--- config.mk ---
export PLATFORM = sky130hd
export DESIGN_NAME = ipv6_ext_header_walker
export DESIGN_NICKNAME = d
export VERILOG_FILES = /design/src/hdl/ipv6ehw_pkg.sv /design/src/hdl/ipv6_ext_header_walker.sv /design/src/hdl/ipv6ehw_in_reg.sv /design/src/hdl/ipv6ehw_core.sv /design/src/hdl/ipv6ehw_out_reg.sv
export SDC_FILE = /design/constraint.sdc
export NUM_CORES = 1
export LEC_CHECK = 0
export ABC_CLOCK_PERIOD_IN_PS = 8000
export BUFFER_PORTS_ARGS = -buffer_cell sky130_fd_sc_hd__buf_2
export CORE_ASPECT_RATIO = 1.5
export CORE_UTILIZATION = 50
export CTS_BUF_LIST = sky130_fd_sc_hd__clkbuf_8
export CTS_CLUSTER_DIAMETER = 100
export DETAILED_ROUTE_END_ITERATION = 8
export PLACE_DENSITY = 0.72
export SYNTH_ARGS = -nofsm -noshare
export SYNTH_HDL_FRONTEND = slang
export SYNTH_SLANG_ARGS = --single-unit
--- constraint.sdc ---
create_clock -name clk_i -period 8 [get_ports clk_i]
set_input_delay 1.2 -clock clk_i [delete_from_list [all_inputs] [get_ports clk_i]]
set_output_delay 1.2 -clock clk_i [all_outputs]
set_load 0.02 [all_outputs]
--- src/hdl/ipv6ehw_pkg.sv ---
// ----------------------------------------------------------------------------
// ipv6ehw_pkg
// Shared types, codes and decode functions for the IPv6 extension header
// walker.
// ----------------------------------------------------------------------------
package ipv6ehw_pkg;

  // next-header codes
  localparam logic [7:0] NH_HOP      = 8'd0;
  localparam logic [7:0] NH_ROUTING  = 8'd43;
  localparam logic [7:0] NH_FRAGMENT = 8'd44;
  localparam logic [7:0] NH_NONE     = 8'd59;
  localparam logic [7:0] NH_DEST     = 8'd60;

  // option type codes
  localparam logic [7:0] OPT_PAD1    = 8'h00;
  localparam logic [7:0] OPT_PADN    = 8'h01;
  localparam logic [7:0] OPT_TYPE_C9 = 8'hC9;
  localparam logic [7:0] OPT_TYPE_8C = 8'h8C;
  localparam logic [7:0] OPT_TYPE_8A = 8'h8A;
  localparam logic [7:0] OPT_TYPE_4D = 8'h4D;
  localparam logic [7:0] OPT_TYPE_6D = 8'h6D;
  localparam logic [7:0] OPT_TYPE_63 = 8'h63;

  // pending option action, taken from the top two bits of an unknown type
  localparam logic [1:0] PV_NONE       = 2'd0;
  localparam logic [1:0] PV_DROP       = 2'd1;
  localparam logic [1:0] PV_ICMP       = 2'd2;
  localparam logic [1:0] PV_ICMP_UCAST = 2'd3;

  typedef enum logic [1:0] {
    VERDICT_DELIVER = 2'd0,
    VERDICT_DROP    = 2'd1,
    VERDICT_ICMP    = 2'd2
  } verdict_e;

  typedef enum logic [1:0] {
    PH_TYPE = 2'd0,
    PH_LEN  = 2'd1,
    PH_DATA = 2'd2
  } opt_phase_e;

  typedef enum logic [1:0] {
    ACT_DELIVER = 2'd0,
    ACT_DROP    = 2'd1,
    ACT_NEW_HDR = 2'd2
  } hdr_act_e;

  // one input transaction
  typedef struct packed {
    logic [7:0] packet_byte;
    logic       first_byte;
    logic [7:0] initial_next_header;
    logic       dst_multicast;
    logic       last_byte;
  } pkt_in_t;

  // one result transaction
  typedef struct packed {
    verdict_e    verdict;
    logic [7:0]  upper_protocol;
    logic [15:0] payload_offset;
    logic [15:0] problem_offset;
  } result_t;

  // what a next-header value asks for
  function automatic hdr_act_e nh_action(input logic [7:0] nh, input logic seen);
    hdr_act_e act;
    unique case (nh) inside
      NH_HOP:               act = seen ? ACT_DROP : ACT_NEW_HDR;
      NH_NONE, NH_FRAGMENT: act = ACT_DROP;
      NH_DEST, NH_ROUTING:  act = ACT_NEW_HDR;
      default:              act = ACT_DELIVER;
    endcase
    return act;
  endfunction

  // option types skipped by length
  function automatic logic known_type(input logic [7:0] t);
    logic k;
    unique case (t) inside
      OPT_PADN, OPT_TYPE_C9, OPT_TYPE_8C, OPT_TYPE_8A,
      OPT_TYPE_4D, OPT_TYPE_6D, OPT_TYPE_63: k = 1'b1;
      default:                               k = 1'b0;
    endcase
    return k;
  endfunction

endpackage

--- src/hdl/ipv6_ext_header_walker.sv ---
// The deciding byte sits in the input register, its verdict in the result register.
// Throughput: one byte per cycle through the input register and the result
// register; while a verdict waits to be taken the input stalls, whether or not
// the next byte decides a verdict.
// Reset: asynchronous, active low; the walker idles until a first byte arrives
// and both pipeline registers come up empty.
// ----------------------------------------------------------------------------
// ipv6_ext_header_walker
// Walks the Hop-by-Hop, Destination and Routing headers after an IPv6 header
// and gives one deliver, drop or parameter-problem verdict per packet.
// ----------------------------------------------------------------------------
module ipv6_ext_header_walker
  import ipv6ehw_pkg::*;
#(
  parameter int OFFSET_WIDTH = 16
) (
  input  logic        clk_i,
  input  logic        rst_ni,
  input  logic        in_valid_i,
  output logic        in_stall_o,
  input  logic [7:0]  packet_byte_i,
  input  logic        first_byte_i,
  input  logic [7:0]  initial_next_header_i,
  input  logic        dst_multicast_i,
  input  logic        last_byte_i,
  output logic        out_valid_o,
  input  logic        out_stall_i,
  output logic [1:0]  verdict_o,
  output logic [7:0]  upper_protocol_o,
  output logic [15:0] payload_offset_o,
  output logic [15:0] problem_offset_o
);

  pkt_in_t pkt_in;
  pkt_in_t pkt_q;
  logic    pkt_valid;
  logic    advance;
  logic    go;
  logic    res_valid;
  result_t res;
  result_t res_q;

  assign pkt_in.packet_byte         = packet_byte_i;
  assign pkt_in.first_byte          = first_byte_i;
  assign pkt_in.initial_next_header = initial_next_header_i;
  assign pkt_in.dst_multicast       = dst_multicast_i;
  assign pkt_in.last_byte           = last_byte_i;

  // input stage
  ipv6ehw_in_reg u_in_reg (
    .clk_i      (clk_i),
    .rst_ni     (rst_ni),
    .in_valid_i (in_valid_i),
    .in_stall_o (in_stall_o),
    .pkt_i      (pkt_in),
    .advance_i  (advance),
    .valid_o    (pkt_valid),
    .pkt_o      (pkt_q)
  );

  assign go = pkt_valid && advance;

  // walker state and per-byte logic
  ipv6ehw_core #(
    .OFFSET_WIDTH (OFFSET_WIDTH)
  ) u_core (
    .clk_i       (clk_i),
    .rst_ni      (rst_ni),
    .go_i        (go),
    .pkt_i       (pkt_q),
    .res_valid_o (res_valid),
    .res_o       (res)
  );

  // result stage
  ipv6ehw_out_reg u_out_reg (
    .clk_i       (clk_i),
    .rst_ni      (rst_ni),
    .go_i        (go),
    .res_valid_i (res_valid),
    .res_i       (res),
    .advance_o   (advance),
    .out_valid_o (out_valid_o),
    .out_stall_i (out_stall_i),
    .res_o       (res_q)
  );

  assign verdict_o        = res_q.verdict;
  assign upper_protocol_o = res_q.upper_protocol;
  assign payload_offset_o = res_q.payload_offset;
  assign problem_offset_o = res_q.problem_offset;

endmodule

--- src/hdl/ipv6ehw_in_reg.sv ---
// ----------------------------------------------------------------------------
// ipv6ehw_in_reg
// Input register: captures one byte transaction and holds it until the
// walker core can advance.
// ----------------------------------------------------------------------------
module ipv6ehw_in_reg
  import ipv6ehw_pkg::*;
(
  input  logic    clk_i,
  input  logic    rst_ni,
  input  logic    in_valid_i,
  output logic    in_stall_o,
  input  pkt_in_t pkt_i,
  input  logic    advance_i,
  output logic    valid_o,
  output pkt_in_t pkt_o
);

  logic    valid_q;
  pkt_in_t pkt_q;

  // register takes a new transaction when empty or draining this cycle
  assign in_stall_o = valid_q && !advance_i;

  always_ff @(posedge clk_i or negedge rst_ni) begin
    if (!rst_ni) begin
      valid_q <= 1'b0;
    end else if (!in_stall_o) begin
      valid_q <= in_valid_i;
    end
  end

  // payload register
  always_ff @(posedge clk_i) begin
    if (!in_stall_o && in_valid_i) begin
      pkt_q <= pkt_i;
    end
  end

  assign valid_o = valid_q;
  assign pkt_o   = pkt_q;

endmodule

--- src/hdl/ipv6ehw_core.sv ---
// ----------------------------------------------------------------------------
// ipv6ehw_core
// Walker state and per-byte update: header chain, option TLV parsing and
// verdict generation, one byte per cycle while go_i is set.
// ----------------------------------------------------------------------------
module ipv6ehw_core
  import ipv6ehw_pkg::*;
#(
  parameter int OFFSET_WIDTH = 16
) (
  input  logic    clk_i,
  input  logic    rst_ni,
  input  logic    go_i,
  input  pkt_in_t pkt_i,
  output logic    res_valid_o,
  output result_t res_o
);

  logic [7:0]              cur_nh_q, cur_nh_d;
  logic                    seen_q, seen_d;
  logic                    is_opt_q, is_opt_d;
  logic [11:0]             pos_q, pos_d;
  logic [11:0]             size_q, size_d;
  opt_phase_e              phase_q, phase_d;
  logic [7:0]              left_q, left_d;
  logic [1:0]              pend_q, pend_d;
  logic [OFFSET_WIDTH-1:0] soff_q, soff_d;
  logic [OFFSET_WIDTH-1:0] hstart_q, hstart_d;
  logic                    given_q, given_d;
  logic                    mcast_q, mcast_d;

  logic                    produce;
  logic                    proceed;
  logic                    hdr_done;
  logic [12:0]             pos_nx;
  logic [7:0]              left_m1;
  logic [OFFSET_WIDTH-1:0] next_off;
  logic [OFFSET_WIDTH-1:0] poff_w;
  logic [OFFSET_WIDTH-1:0] prob_w;
  logic [OFFSET_WIDTH+15:0] poff_ext;
  logic [OFFSET_WIDTH+15:0] prob_ext;
  verdict_e                verdict;
  logic [7:0]              proto;
  hdr_act_e                act0;
  hdr_act_e                act1;

  // per-byte state update
  always_comb begin
    cur_nh_d = cur_nh_q;
    seen_d   = seen_q;
    is_opt_d = is_opt_q;
    pos_d    = pos_q;
    size_d   = size_q;
    phase_d  = phase_q;
    left_d   = left_q;
    pend_d   = pend_q;
    soff_d   = soff_q;
    hstart_d = hstart_q;
    given_d  = given_q;
    mcast_d  = mcast_q;
    produce  = 1'b0;
    proceed  = 1'b0;
    hdr_done = 1'b0;
    verdict  = VERDICT_DELIVER;
    proto    = 8'd0;
    poff_w   = '0;
    prob_w   = '0;
    pos_nx   = 13'd0;
    left_m1  = 8'd0;
    next_off = '0;
    act0     = nh_action(pkt_i.initial_next_header, 1'b0);
    act1     = ACT_DELIVER;

    if (go_i) begin
      proceed = 1'b1;
      // start of a new packet
      if (pkt_i.first_byte) begin
        mcast_d = pkt_i.dst_multicast;
        seen_d  = 1'b0;
        given_d = 1'b0;
        soff_d  = '0;
        case (act0)
          ACT_DROP: begin
            produce = 1'b1;
            verdict = VERDICT_DROP;
            given_d = 1'b1;
            proceed = 1'b0;
          end
          ACT_DELIVER: begin
            produce = 1'b1;
            proto   = pkt_i.initial_next_header;
            given_d = 1'b1;
            proceed = 1'b0;
          end
          default: begin
            seen_d   = 1'b1;
            is_opt_d = (pkt_i.initial_next_header != NH_ROUTING);
            pos_d    = 12'd0;
            size_d   = 12'd0;
            phase_d  = PH_TYPE;
            left_d   = 8'd0;
            pend_d   = PV_NONE;
            hstart_d = '0;
          end
        endcase
      end else if (given_q) begin
        proceed = 1'b0;
      end

      if (proceed) begin
        // header byte fields
        if (pos_d == 12'd0) begin
          cur_nh_d = pkt_i.packet_byte;
        end else if (pos_d == 12'd1) begin
          size_d = {1'b0, pkt_i.packet_byte, 3'b000} + 12'd8;
        end else if (is_opt_d && (pend_d == PV_NONE)) begin
          // option tlv parsing
          case (phase_d)
            PH_TYPE: begin
              if (pkt_i.packet_byte != OPT_PAD1) begin
                phase_d = PH_LEN;
                if (!known_type(pkt_i.packet_byte) && (pkt_i.packet_byte[7:6] != PV_NONE)) begin
                  pend_d = pkt_i.packet_byte[7:6];
                end
              end
            end
            PH_LEN: begin
              left_d  = pkt_i.packet_byte;
              phase_d = (pkt_i.packet_byte != 8'd0) ? PH_DATA : PH_TYPE;
            end
            default: begin
              left_m1 = left_d - 8'd1;
              left_d  = left_m1;
              if (left_m1 == 8'd0) begin
                phase_d = PH_TYPE;
              end
            end
          endcase
        end

        pos_nx   = {1'b0, pos_d} + 13'd1;
        pos_d    = pos_nx[11:0];
        hdr_done = (pos_nx >= 13'd2) && (pos_nx == {1'b0, size_d});

        // header complete: option verdict, then chain decision
        if (hdr_done) begin
          if (is_opt_d && (pend_d == PV_DROP)) begin
            produce = 1'b1;
            verdict = VERDICT_DROP;
          end else if (is_opt_d && ((pend_d == PV_ICMP) ||
                                    ((pend_d == PV_ICMP_UCAST) && !mcast_d))) begin
            produce = 1'b1;
            verdict = VERDICT_ICMP;
            prob_w  = hstart_d;
          end else if (is_opt_d && (pend_d == PV_ICMP_UCAST)) begin
            produce = 1'b1;
            verdict = VERDICT_DROP;
          end else if (is_opt_d && (phase_d != PH_TYPE)) begin
            produce = 1'b1;
            verdict = VERDICT_DROP;
          end else begin
            next_off = soff_d + 1'b1;
            act1     = nh_action(cur_nh_d, seen_d);
            case (act1)
              ACT_DROP: begin
                produce = 1'b1;
                verdict = VERDICT_DROP;
              end
              ACT_DELIVER: begin
                produce = 1'b1;
                proto   = cur_nh_d;
                poff_w  = next_off;
              end
              default: begin
                seen_d   = 1'b1;
                is_opt_d = (cur_nh_d != NH_ROUTING);
                pos_d    = 12'd0;
                size_d   = 12'd0;
                phase_d  = PH_TYPE;
                left_d   = 8'd0;
                pend_d   = PV_NONE;
                hstart_d = next_off;
              end
            endcase
          end
        end

        // truncated packet
        if (!produce && pkt_i.last_byte) begin
          produce = 1'b1;
          verdict = VERDICT_DROP;
        end
        if (produce) begin
          given_d = 1'b1;
        end
        soff_d = soff_d + 1'b1;
      end
    end
  end

  // state registers
  always_ff @(posedge clk_i or negedge rst_ni) begin
    if (!rst_ni) begin
      cur_nh_q <= 8'd0;
      seen_q   <= 1'b0;
      is_opt_q <= 1'b0;
      pos_q    <= 12'd0;
      size_q   <= 12'd0;
      phase_q  <= PH_TYPE;
      left_q   <= 8'd0;
      pend_q   <= PV_NONE;
      soff_q   <= '0;
      hstart_q <= '0;
      given_q  <= 1'b1;
      mcast_q  <= 1'b0;
    end else begin
      cur_nh_q <= cur_nh_d;
      seen_q   <= seen_d;
      is_opt_q <= is_opt_d;
      pos_q    <= pos_d;
      size_q   <= size_d;
      phase_q  <= phase_d;
      left_q   <= left_d;
      pend_q   <= pend_d;
      soff_q   <= soff_d;
      hstart_q <= hstart_d;
      given_q  <= given_d;
      mcast_q  <= mcast_d;
    end
  end

  // fit offsets to the 16-bit result fields
  assign poff_ext = {16'd0, poff_w};
  assign prob_ext = {16'd0, prob_w};

  assign res_valid_o         = produce;
  assign res_o.verdict        = verdict;
  assign res_o.upper_protocol = proto;
  assign res_o.payload_offset = poff_ext[15:0];
  assign res_o.problem_offset = prob_ext[15:0];

endmodule

--- src/hdl/ipv6ehw_out_reg.sv ---
// ----------------------------------------------------------------------------
// ipv6ehw_out_reg
// Result register: holds one verdict transaction until the receiver takes
// it, and tells the upstream stages when they may advance.
// ----------------------------------------------------------------------------
module ipv6ehw_out_reg
  import ipv6ehw_pkg::*;
(
  input  logic    clk_i,
  input  logic    rst_ni,
  input  logic    go_i,
  input  logic    res_valid_i,
  input  result_t res_i,
  output logic    advance_o,
  output logic    out_valid_o,
  input  logic    out_stall_i,
  output result_t res_o
);

  logic    valid_q;
  result_t res_q;

  // register is free when empty or being taken this cycle
  assign advance_o = !valid_q || !out_stall_i;

  always_ff @(posedge clk_i or negedge rst_ni) begin
    if (!rst_ni) begin
      valid_q <= 1'b0;
    end else if (advance_o) begin
      valid_q <= go_i && res_valid_i;
    end
  end

  // result payload
  always_ff @(posedge clk_i) begin
    if (advance_o && go_i && res_valid_i) begin
      res_q <= res_i;
    end
  end

  assign out_valid_o = valid_q;
  assign res_o       = res_q;

endmodule
# [Word level (Yosys, flattened, before mapping)]
# Index checks and enable logic that the tools add are counted.
# Widths: inputs -> output; s select.
[word_totals] reg_bits=143 output_inout_bits=44
[classes] addsub=4 magnitude_cmp=1 n_eq_ne=25 n_mux=169 bitwise_logic=5 n_reduce_logical=45
[op_table] op="$mux 12" count=23
[op_table] op="$mux 8" count=25
[op_table] op="$mux 16" count=12
[op_table] op="$mux 2" count=53
[op_table] op="$eq 8x6->1 const B" count=8
[op_table] op="$mux 1" count=52
[op_table] op="$eq 8x7->1 const B" count=3
[op_table] op="$eq 8x8->1 const B" count=3
[op_table] op="$logic_not 8->1" count=3
[op_table] op="$add 16x1->16 const B" count=1
[op_table] op="$ne 8x6->1 const B" count=2
[op_table] op="$pmux 8 s2" count=1
[op_table] op="$logic_and 1x1->1" count=15
[op_table] op="$add 12x1->13 const B" count=1
[op_table] op="$eq 13x12->1" count=1
[op_table] op="$ge 13x2->1 const B" count=1
[op_table] op="$add 11x4->12 const B" count=1
[op_table] op="$eq 12x1->1 const B" count=1
[op_table] op="$logic_not 12->1" count=1
[op_table] op="$reduce_or 2->1" count=5
[op_table] op="$eq 2x1->1 const B" count=4
[op_table] op="$eq 8x1->1 const B" count=1
[op_table] op="$logic_not 2->1" count=4
[op_table] op="$pmux 2 s2" count=2
[op_table] op="other kinds (13)" count=26

# [Depth between registers and ports, before layout]
# Gate-level depths: netlist of the first run.
[depth] depth_word=52 mapped_depth=23 depth_no_buf=16

# [By module]
# A second synthesis of the first run with hierarchy kept.
[unflattened] cells_unflattened=795 area_unflattened_um2=8074.0
[by_module_without_submodules] mod="ipv6ehw_core" instances=1 cells_per_inst=723 area_per_inst_um2=6137.1
[by_module_without_submodules] mod="ipv6ehw_out_reg" instances=1 cells_per_inst=47 area_per_inst_um2=1302.5
[by_module_without_submodules] mod="ipv6ehw_in_reg" instances=1 cells_per_inst=24 area_per_inst_um2=628.1
[by_module_without_submodules] mod="ipv6_ext_header_walker" instances=1 cells_per_inst=1 area_per_inst_um2=6.3

# [Worst setup path before layout of the first run]
# Ideal clock, no wire load.
[synth_path] kind="register to register" from="reg, netlist name u_in_reg.pkt_o[6]" to="reg, netlist name u_out_reg.res_o[0]" arrival_time_ns=5.993 path_slack_ns=1.552 path_stages_with_launch=18 path_buffers=2 period_less_slack_ns=6.448 cell_sequence="edfxtp_1 and4bb_2 o211a_1 o21ai_2 buf_2 clkbuf_1 nand2_1 ha_1 nor2b_1 and4_1 a41o_1 nor2_1 o21ai_0 mux2_2 nor2_1 nor4_1 nand2_1 a21oi_1"
[synth_between] elab_chain_cells=40 word_cells_on_any_way=116 classes_between="add/sub: 2; order compare: 1; eq/ne: 17; mux: 70; reduce/logical: 26"
[synth_lines] item="$eq 8x6->1 or $logic_not 8->1 (tied branches)" line="ipv6ehw_core.sv:71" source="act0 = nh_action(pkt_i.initial_next_header, 1'b0);"
[synth_lines] item="$reduce_or 3->1 (no line) or $reduce_or 2->1 (tied branches)"
[synth_lines] item="$pmux 2 s2" line="ipv6ehw_pkg.sv:69" source="unique case (nh) inside"
[synth_lines] item="$eq 2x1->1 or $logic_not 2->1 (tied branches)" line="ipv6ehw_core.sv:82" source="case (act0)"
[synth_lines] item="$reduce_or 2->1 (no line)"
[synth_lines] item="$mux 12" line="ipv6ehw_core.sv:82"
[synth_lines] item="$mux 12" line="ipv6ehw_core.sv:77" source="if (pkt_i.first_byte) begin"
[synth_lines] item="$mux 12" line="ipv6ehw_core.sv:74" source="if (go_i) begin"
[synth_lines] item="[24 not listed]"
[synth_lines] item="$logic_not 1->1" line="ipv6ehw_core.sv:189" source="if (!produce && pkt_i.last_byte) begin"
[synth_lines] item="$logic_and 1x1->1" line="ipv6ehw_core.sv:189"
[synth_lines] item="$mux 1" line="ipv6ehw_core.sv:189"
[synth_lines] item="$mux 1" line="ipv6ehw_core.sv:110" source="if (proceed) begin"
[synth_lines] item="$mux 1" line="ipv6ehw_core.sv:74"
[synth_lines] item="$mux 1 *" line="ipv6ehw_core.sv:110"
[synth_lines] item="$mux 1 *" line="ipv6ehw_core.sv:74"
[synth_lines] item="$logic_and 1x1->1 *" line="ipv6ehw_out_reg.sv:36" source="if (advance_o && go_i && res_valid_i) begin"
# Every way passes the cells marked *; elsewhere a longest branch is shown, timed or not. The select of a mux whose other input is x is not followed.
# A chain may end at the register's enable or synchronous reset.

# [Worst setup path in the final report of the first run]
[layout_path] from="reg, netlist name u_in_reg.pkt_o[10]" to="reg, netlist name u_out_reg.res_o[32]"
[layout_between] elab_chain_cells=24 word_cells_on_any_way=88 classes_between="add/sub: 2; order compare: 1; eq/ne: 10; mux: 57; reduce/logical: 18"
[layout_lines] item="$mux 12" line="ipv6ehw_core.sv:77"
[layout_lines] item="$mux 12" line="ipv6ehw_core.sv:74"
[layout_lines] item="$logic_not 12->1" line="ipv6ehw_core.sv:112" source="if (pos_d == 12'd0) begin"
[layout_lines] item="$mux 8" line="ipv6ehw_core.sv:112"
[layout_lines] item="$mux 8" line="ipv6ehw_core.sv:110"
[layout_lines] item="$mux 8" line="ipv6ehw_core.sv:74"
[layout_lines] item="$eq 8x6->1" line="ipv6ehw_core.sv:163" source="act1 = nh_action(cur_nh_d, seen_d);"
[layout_lines] item="$reduce_or 2->1" line="ipv6ehw_pkg.sv:69"
[layout_lines] item="[8 not listed]"
[layout_lines] item="$logic_not 2->1" line="ipv6ehw_core.sv:164" source="case (act1)"
[layout_lines] item="$mux 8" line="ipv6ehw_core.sv:164"
[layout_lines] item="$mux 8" line="ipv6ehw_core.sv:158" source="end else if (is_opt_d && (phase_d != PH_TYPE)) begin"
[layout_lines] item="$mux 8" line="ipv6ehw_core.sv:155" source="end else if (is_opt_d && (pend_d == PV_ICMP_UCAST)) begin"
[layout_lines] item="$mux 8" line="ipv6ehw_core.sv:150" source="end else if (is_opt_d && ((pend_d == PV_ICMP) ||"
[layout_lines] item="$mux 8" line="ipv6ehw_core.sv:147" source="if (is_opt_d && (pend_d == PV_DROP)) begin"
[layout_lines] item="$mux 8" line="ipv6ehw_core.sv:146" source="if (hdr_done) begin"
[layout_lines] item="$mux 8 *" line="ipv6ehw_core.sv:110"
# Marks and branches as above.

==> results.toml, run 1 <==
[clock_tree]
ctsRootBufferMaster = "clkbuf_8"
clk_pin_slew_ps = 100
cts_resized = 0
cts.sinks = 143
postCtsSetupBuffers = 0
cts_hold_buffers = 0
htreeDepth = 4
clk_latency_ps = 460
cts-buffers-inserted = 17
cts_buffer_depth = 2
cts_tree = "yes"

[floorplanning]
die_y_um = 161
start_util = 0.516
die_w_um = 108
ios = 67
coreArea_mm2 = 0.0163
die_area_mm2 = 0.0174
rows = 57

[placement]
portBuffers = 66
dp_cells = 1098
dpl.hpwl_mm = 16.5
routabilityCongestion = 0.944

[global_route]
gr-total-overflow = 0
grt_util_met1 = 0.319
busiest_layer = "met2"
grt.met3_usage = 0.0444
use_met2 = 0.479
grt_pass1_vias = 6872
grt_usage = 0.279
antenna_found_initial = 0
grt_max_degree = 75
grt_pass1_wl_mm = 36.7

[critical_path]
path_max_fanout = 24
crit_end = "u_out_reg.res_o[32]"
r2r-end = "u_out_reg.res_o[32]"
cpMaxStageDelayCell = "or4_1"
cp.buffers_inverters = 1
end_kind = "flip-flop"
crit_chain = "nand4_1 -> and3_1 -> inv_1 -> ha_1 -> nor2b_1 -> and4_1 -> a21oi_1 -> and2_1 -> a21boi_1 -> a2111oi_4 -> nand4b_4 -> or3_1 -> or4_1 -> o21ai_0"
cp-start-kind = "flip-flop"
reg2reg_depth = 14
worstSetupStartpoint = "u_in_reg.pkt_o[10]"
cpPeakStageDelay_ps = 990
rr_startpoint = "u_in_reg.pkt_o[10]"
critPathTopFamily = "simple AND/OR/NAND/NOR gates"
path_class = "flip-flop to flip-flop"
r2r_setup_slack_ps = 2090
worstPathArrival_ps = 6210
cp.depth = 14
cp.required_ps = 8300

[routing]
wl_per_cell_um = 20.2
ant_nets = 0
dr.pass1.iters = 5
vias = 6952
route.detailed.drc = 0
via_per_inst = 6.15
wl_mm = 22.8
drt-initial-drc-count = 460

[sta]
fin_skew_ps = 17.6
report.final.slew_viol_count = 0
min_period_ps = 5910
fin_setup_tns_ps = 0
setup_viol = 0
fmax_ghz = 0.169
max_slew.worst_pin.slew_ps = 1150
max_slew_margin = 0.224
final-hold-violation-count = 0
period_share = 0.738
rsz0062_at_grt = "no"

[logic_synthesis]
syn_nets = 905
synthTopCellsByCount = "nand2_1, dfrtp_1, nor2_1"
syn-cell-area_mm2 = 0.00843
yosys-top-cells-area = "dfrtp_1, edfxtp_1, nand2_1"
ys_warn_count = 0
post-synth-top-count-cell = "nand2_1"
synth_top_cell_by_area = "dfrtp_1"
synth_edf_count = 61
synth_ff_type = "dfrtp_1"
synth_top_area_share = 0.240
synthCells = 872
postSynthAreaPerCell_um2 = 9.67
ys_seq_elements = 143
async_flop_share = 0.573
yosys.cell_types.count = 87
synth_seq_area_share = 0.461

[run]
drv_cap = 0

[power]
p_leak_nw = 3.81
cellPowerDensity_mw_per_mm2 = 280
power.total_w = 0.00259
ir_worst_vdd_uv = 159

[final_layout]
insertedDiodeCount = 0
finalNonFillerCells = 1130
nets = 944
drive_gt1_frac = 0.165
areaGrowthSynthToFinish_pct = 9.81

[outcome]
run_status = "finished, final reports clean"

[min_path]
hold_path.class = "flip-flop to flip-flop"
worst register-to-register path, stage by stage (launching register included):
cell,delay (ps)
edfxtp_1,850
nand4_1,520
and3_1,380
inv_1,80
ha_1,370
nor2b_1,180
and4_1,260
a21oi_1,350
and2_1,250
a21boi_1,110
a2111oi_4,430
nand4b_4,190
or3_1,510
or4_1,990
o21ai_0,310
layer usage:
layer,wire length [um],vias up
li1,-,3282
met1,8800,3376
met2,11800,226
met3,898,68
met4,1300,0
met5,0,-
stage by stage:
| stage | hold WS, ps | worst slack (ps) | instance area, um2 | util |
|---|---|---|---|---|
| floorplan | 448 | 1550 | 8430 | - |
| global placement | 464 | 2290 | 8860 | 0.542 |
| detailed placement | 467 | 2190 | 8860 | 0.542 |
| CTS | 493 | 2160 | 9260 | 0.567 |
| global route | 505 | 1550 | 9260 | 0.567 |
| finish | 492 | 2090 | 9260 | 0.567 |
worst min path at each step:
| stage | start | to | slack [ps] | depth (start not counted) |
|---|---|---|---|---|
| after CTS | u_core.hstart_q[6] | u_core.hstart_q[6] | 490 | 1 |
| after detailed placement | u_core.hstart_q[6] | u_core.hstart_q[6] | 470 | 1 |
| after global routing | u_core.hstart_q[6] | u_core.hstart_q[6] | 510 | 1 |
| after floorplan | u_core.hstart_q[10] | u_core.hstart_q[10] | 450 | 1 |
| after global placement | u_core.hstart_q[10] | u_core.hstart_q[10] | 460 | 1 |
| final | u_core.hstart_q[6] | u_core.hstart_q[6] | 490 | 1 |
area by class of cell:
class                           instances  area (um2)
Timing Repair Buffer                   74         393
Clock buffer                           17         234
Clock inverter                         15         170
Tap cell                              206         258
Fill cell                            1478        7070
Sequential cell                       143        3880
Multi-Input combinational cell        647        4220
Inverter                               28         105
cell families after synthesis:
family	after synthesis	share of synthesized area
AOI/OAI and AO/OA	225	0.190
xor gates and xnor gates	38	0.0453
adders and majority gates	10	0.0148
buffers and inverters	82	0.0415
DFF	143	0.461
muxes	22	0.0273
and+or+nand+nor	352	0.220
report_power, final:
part	internal, W	switching [W]	total, W
logic	0.000382	0.000556	0.000938
clock network	0.000264	0.000339	0.000603
registers	0.000886	0.000165	0.00105
state kept, by name, indices dropped and copies added (netlist names), 2 cells and up:
register,cells
u_core.hstart_q,16
u_core.cur_nh_q,8
u_core.pend_q,2
u_in_reg.pkt_o,19
u_core.phase_q,2
u_out_reg.res_o,42
u_core.pos_q,12
u_core.size_q,12
u_core.soff_q,16
u_core.left_q,8
cell usage in the layout, fill, tap and decap left out, drive strengths merged, types with 24 or more instances in the layout:
cell,instances
o21ai,73
edfxtp,61
a21oi,32
nand3,36
nor3,25
inv,36
a22o,24
dfrtp,81
nor2,62
and2,25
buf,74
nand2,100
Power figures use the tool's default switching activity.
==> run 2, diff against run 1 <==
--- a/config.mk
+++ b/config.mk
@@ -5,7 +5,7 @@
 export SDC_FILE = /design/constraint.sdc
 export NUM_CORES = 1
 export LEC_CHECK = 0
-export ABC_CLOCK_PERIOD_IN_PS = 8000
+export ABC_CLOCK_PERIOD_IN_PS = 5700
 export BUFFER_PORTS_ARGS = -buffer_cell sky130_fd_sc_hd__buf_2
 export CORE_ASPECT_RATIO = 1.5
 export CORE_UTILIZATION = 50
==> constraint.sdc (replaced) <==
create_clock -name clk_i -period 5.7 [get_ports clk_i]
set_input_delay 0.855 -clock clk_i [delete_from_list [all_inputs] [get_ports clk_i]]
set_output_delay 0.855 -clock clk_i [all_outputs]
set_load 0.02 [all_outputs]
==> run 2 against run 1 <==
Net effect: final area grew 1.1%; clock skew decreased by 4.4 ps; sequential cell count stayed put; non-clock buffer count rose by 15; via count grew 2.4%; maximum frequency grew 11%; critical endpoint is now u_core.hstart_q[8]; largest cell class unchanged; final cell count is 1.3% higher.
==> results.toml, run 2 (synthesis gave the netlist of run 1 again) <==
[outcome]
run_status = "finished, final reports clean"

[power]
ir_worst_vdd_uv = 179
p_int_w = 0.00213
p_sw_frac = 0.412
power.total_w = 0.00363
clockPowerShare = 0.219
p_leak_nw = 3.85
combPwrFrac = 0.381
p_switching_w = 0.00149
seqPwrFrac = 0.400
cellPowerDensity_mw_per_mm2 = 387

[sta]
max_slew.worst_pin.slew_ps = 1040
rsz0062_at_grt = "no"
period_share = 0.937
final-hold-violation-count = 0
report.final.slew_viol_count = 0
max_slew_margin = 0.305
setup_viol = 0
fin_setup_tns_ps = 0
min_period_ps = 5340
fmax_ghz = 0.187
fin_skew_ps = 13.2
postLayoutSetupSlackWorst_ps = 359

[routing]
dr.pass1.iters = 5
vias = 7116
wl_mm = 22.8
ant_nets = 0
wl_per_cell_um = 20.0
via_per_inst = 6.21
route.detailed.drc = 0
drt-initial-drc-count = 423

[floorplanning]
die_y_um = 161
start_util = 0.516
die_w_um = 108
coreArea_mm2 = 0.0163
rows = 57
die_area_mm2 = 0.0174
ios = 67

[clock_tree]
postCtsSetupBuffers = 0
cts-buffers-inserted = 17
htreeDepth = 4
cts_hold_buffers = 0
cts.sinks = 143
ctsRootBufferMaster = "clkbuf_8"
cts_buffer_depth = 2
cts_resized = 0
clk_latency_ps = 460
clk_pin_slew_ps = 90
cts_tree = "yes"

[critical_path]
path_max_fanout = 16
cp.required_ps = 6040
cp-start-kind = "flip-flop"
worstPathArrival_ps = 5680
path_class = "flip-flop to flip-flop"
end_kind = "flip-flop"

[final_layout]
finalNonFillerCells = 1145
drive_gt1_frac = 0.179
layout_common_cells = "nand2_1, dfrtp_1, buf_2"
largest_reg_flops = 42
insertedDiodeCount = 0
layout_commonest_cell = "nand2_1"
nets = 959
areaGrowthSynthToFinish_pct = 11.0

[placement]
dpl.hpwl_mm = 16.4
dp_cells = 1113
routabilityCongestion = 0.950
dp_slack_ps = 468
portBuffers = 66

[global_route]
gr-total-overflow = 0
antenna_found_initial = 0
grt_pass1_vias = 7075
grt_max_degree = 76
grt_pass1_wl_mm = 37.3
grt_usage = 0.280

[run]
drv_cap = 0

[min_path]
hold_path.class = "input port to async pin"
-- run 2: cell types whose count changed in the layout (fill, tap and decap cells not counted), sizes merged --
cell	change
buf	+15
clkinvlp	+4
inv	-2
bufinv	-1
clkinv	-1
-- run 2: path summary, 6_finish.rpt --
check,start,end,slack [ps],cells after the start
hold reg to reg,u_core.hstart_q[10],u_core.hstart_q[10],490,1
max in group asynchronous,rst_ni,u_in_reg.valid_o,4270,2
hold / removal,rst_ni,u_core.cur_nh_q[6],200,1
min in group clk_i,u_core.hstart_q[10],u_core.hstart_q[10],490,1
setup reg to reg,u_in_reg.pkt_o[6],u_core.hstart_q[8],360,16
setup / recovery,u_in_reg.pkt_o[6],u_core.hstart_q[8],360,16
-- run 2: routing by layer --
metal / wire length (um) / vias to the layer above / part of all wire / GRT usage
li1: - / 3329 / - / -
met1: 8680 / 3441 / 0.38 / 0.320
met2: 12000 / 275 / 0.53 / 0.486
met3: 1150 / 71 / 0.051 / 0.0504
met4: 977 / 0 / 0.043 / 0.153
met5: 0 / - / 0 / 0
-- run 2: worst max-delay path: stages (launching register included) --
cell      delay, ps
edfxtp_1        510
and4bb_2        300
o211a_1         270
o21ai_2         160
buf_4           260
nand2_1         100
ha_1            310
or2_2           310
o32ai_1         200
o311ai_0        220
nand4b_1        230
o21ba_2         240
nor3_1          440
o211ai_2        280
o41ai_4         690
o21ai_2         360
a22o_1          330
-- run 2: metrics by stage --
step | utilization | area [um2] | hold WS, ps
after floorplan | - | 8440 | 448
after global placement | 0.550 | 8980 | 463
after detailed placement | 0.550 | 8980 | 466
after CTS | 0.573 | 9360 | 181
after global routing | 0.573 | 9360 | 184
final | 0.573 | 9360 | 197
-- run 2: area by class of cell --
cell class,count,area [um2]
tap,206,258
sequential,143,3880
timing repair buffer,89,518
fill,1465,6970
clock buffer,17,234
clock inverter,15,149
multi-input combinational,647,4220
inverter,28,105
-- run 2: power groups by stage --
stage	registers, W	clock network, W	logic [W]
after floorplan	0.00141	0	0.00104
final	0.00145	0.000795	0.00138
after global routing	0.00148	0.000851	0.00152
after global placement	0.00146	0	0.00134
after CTS	0.00144	0.000811	0.00137
after detailed placement	0.00147	0	0.00136
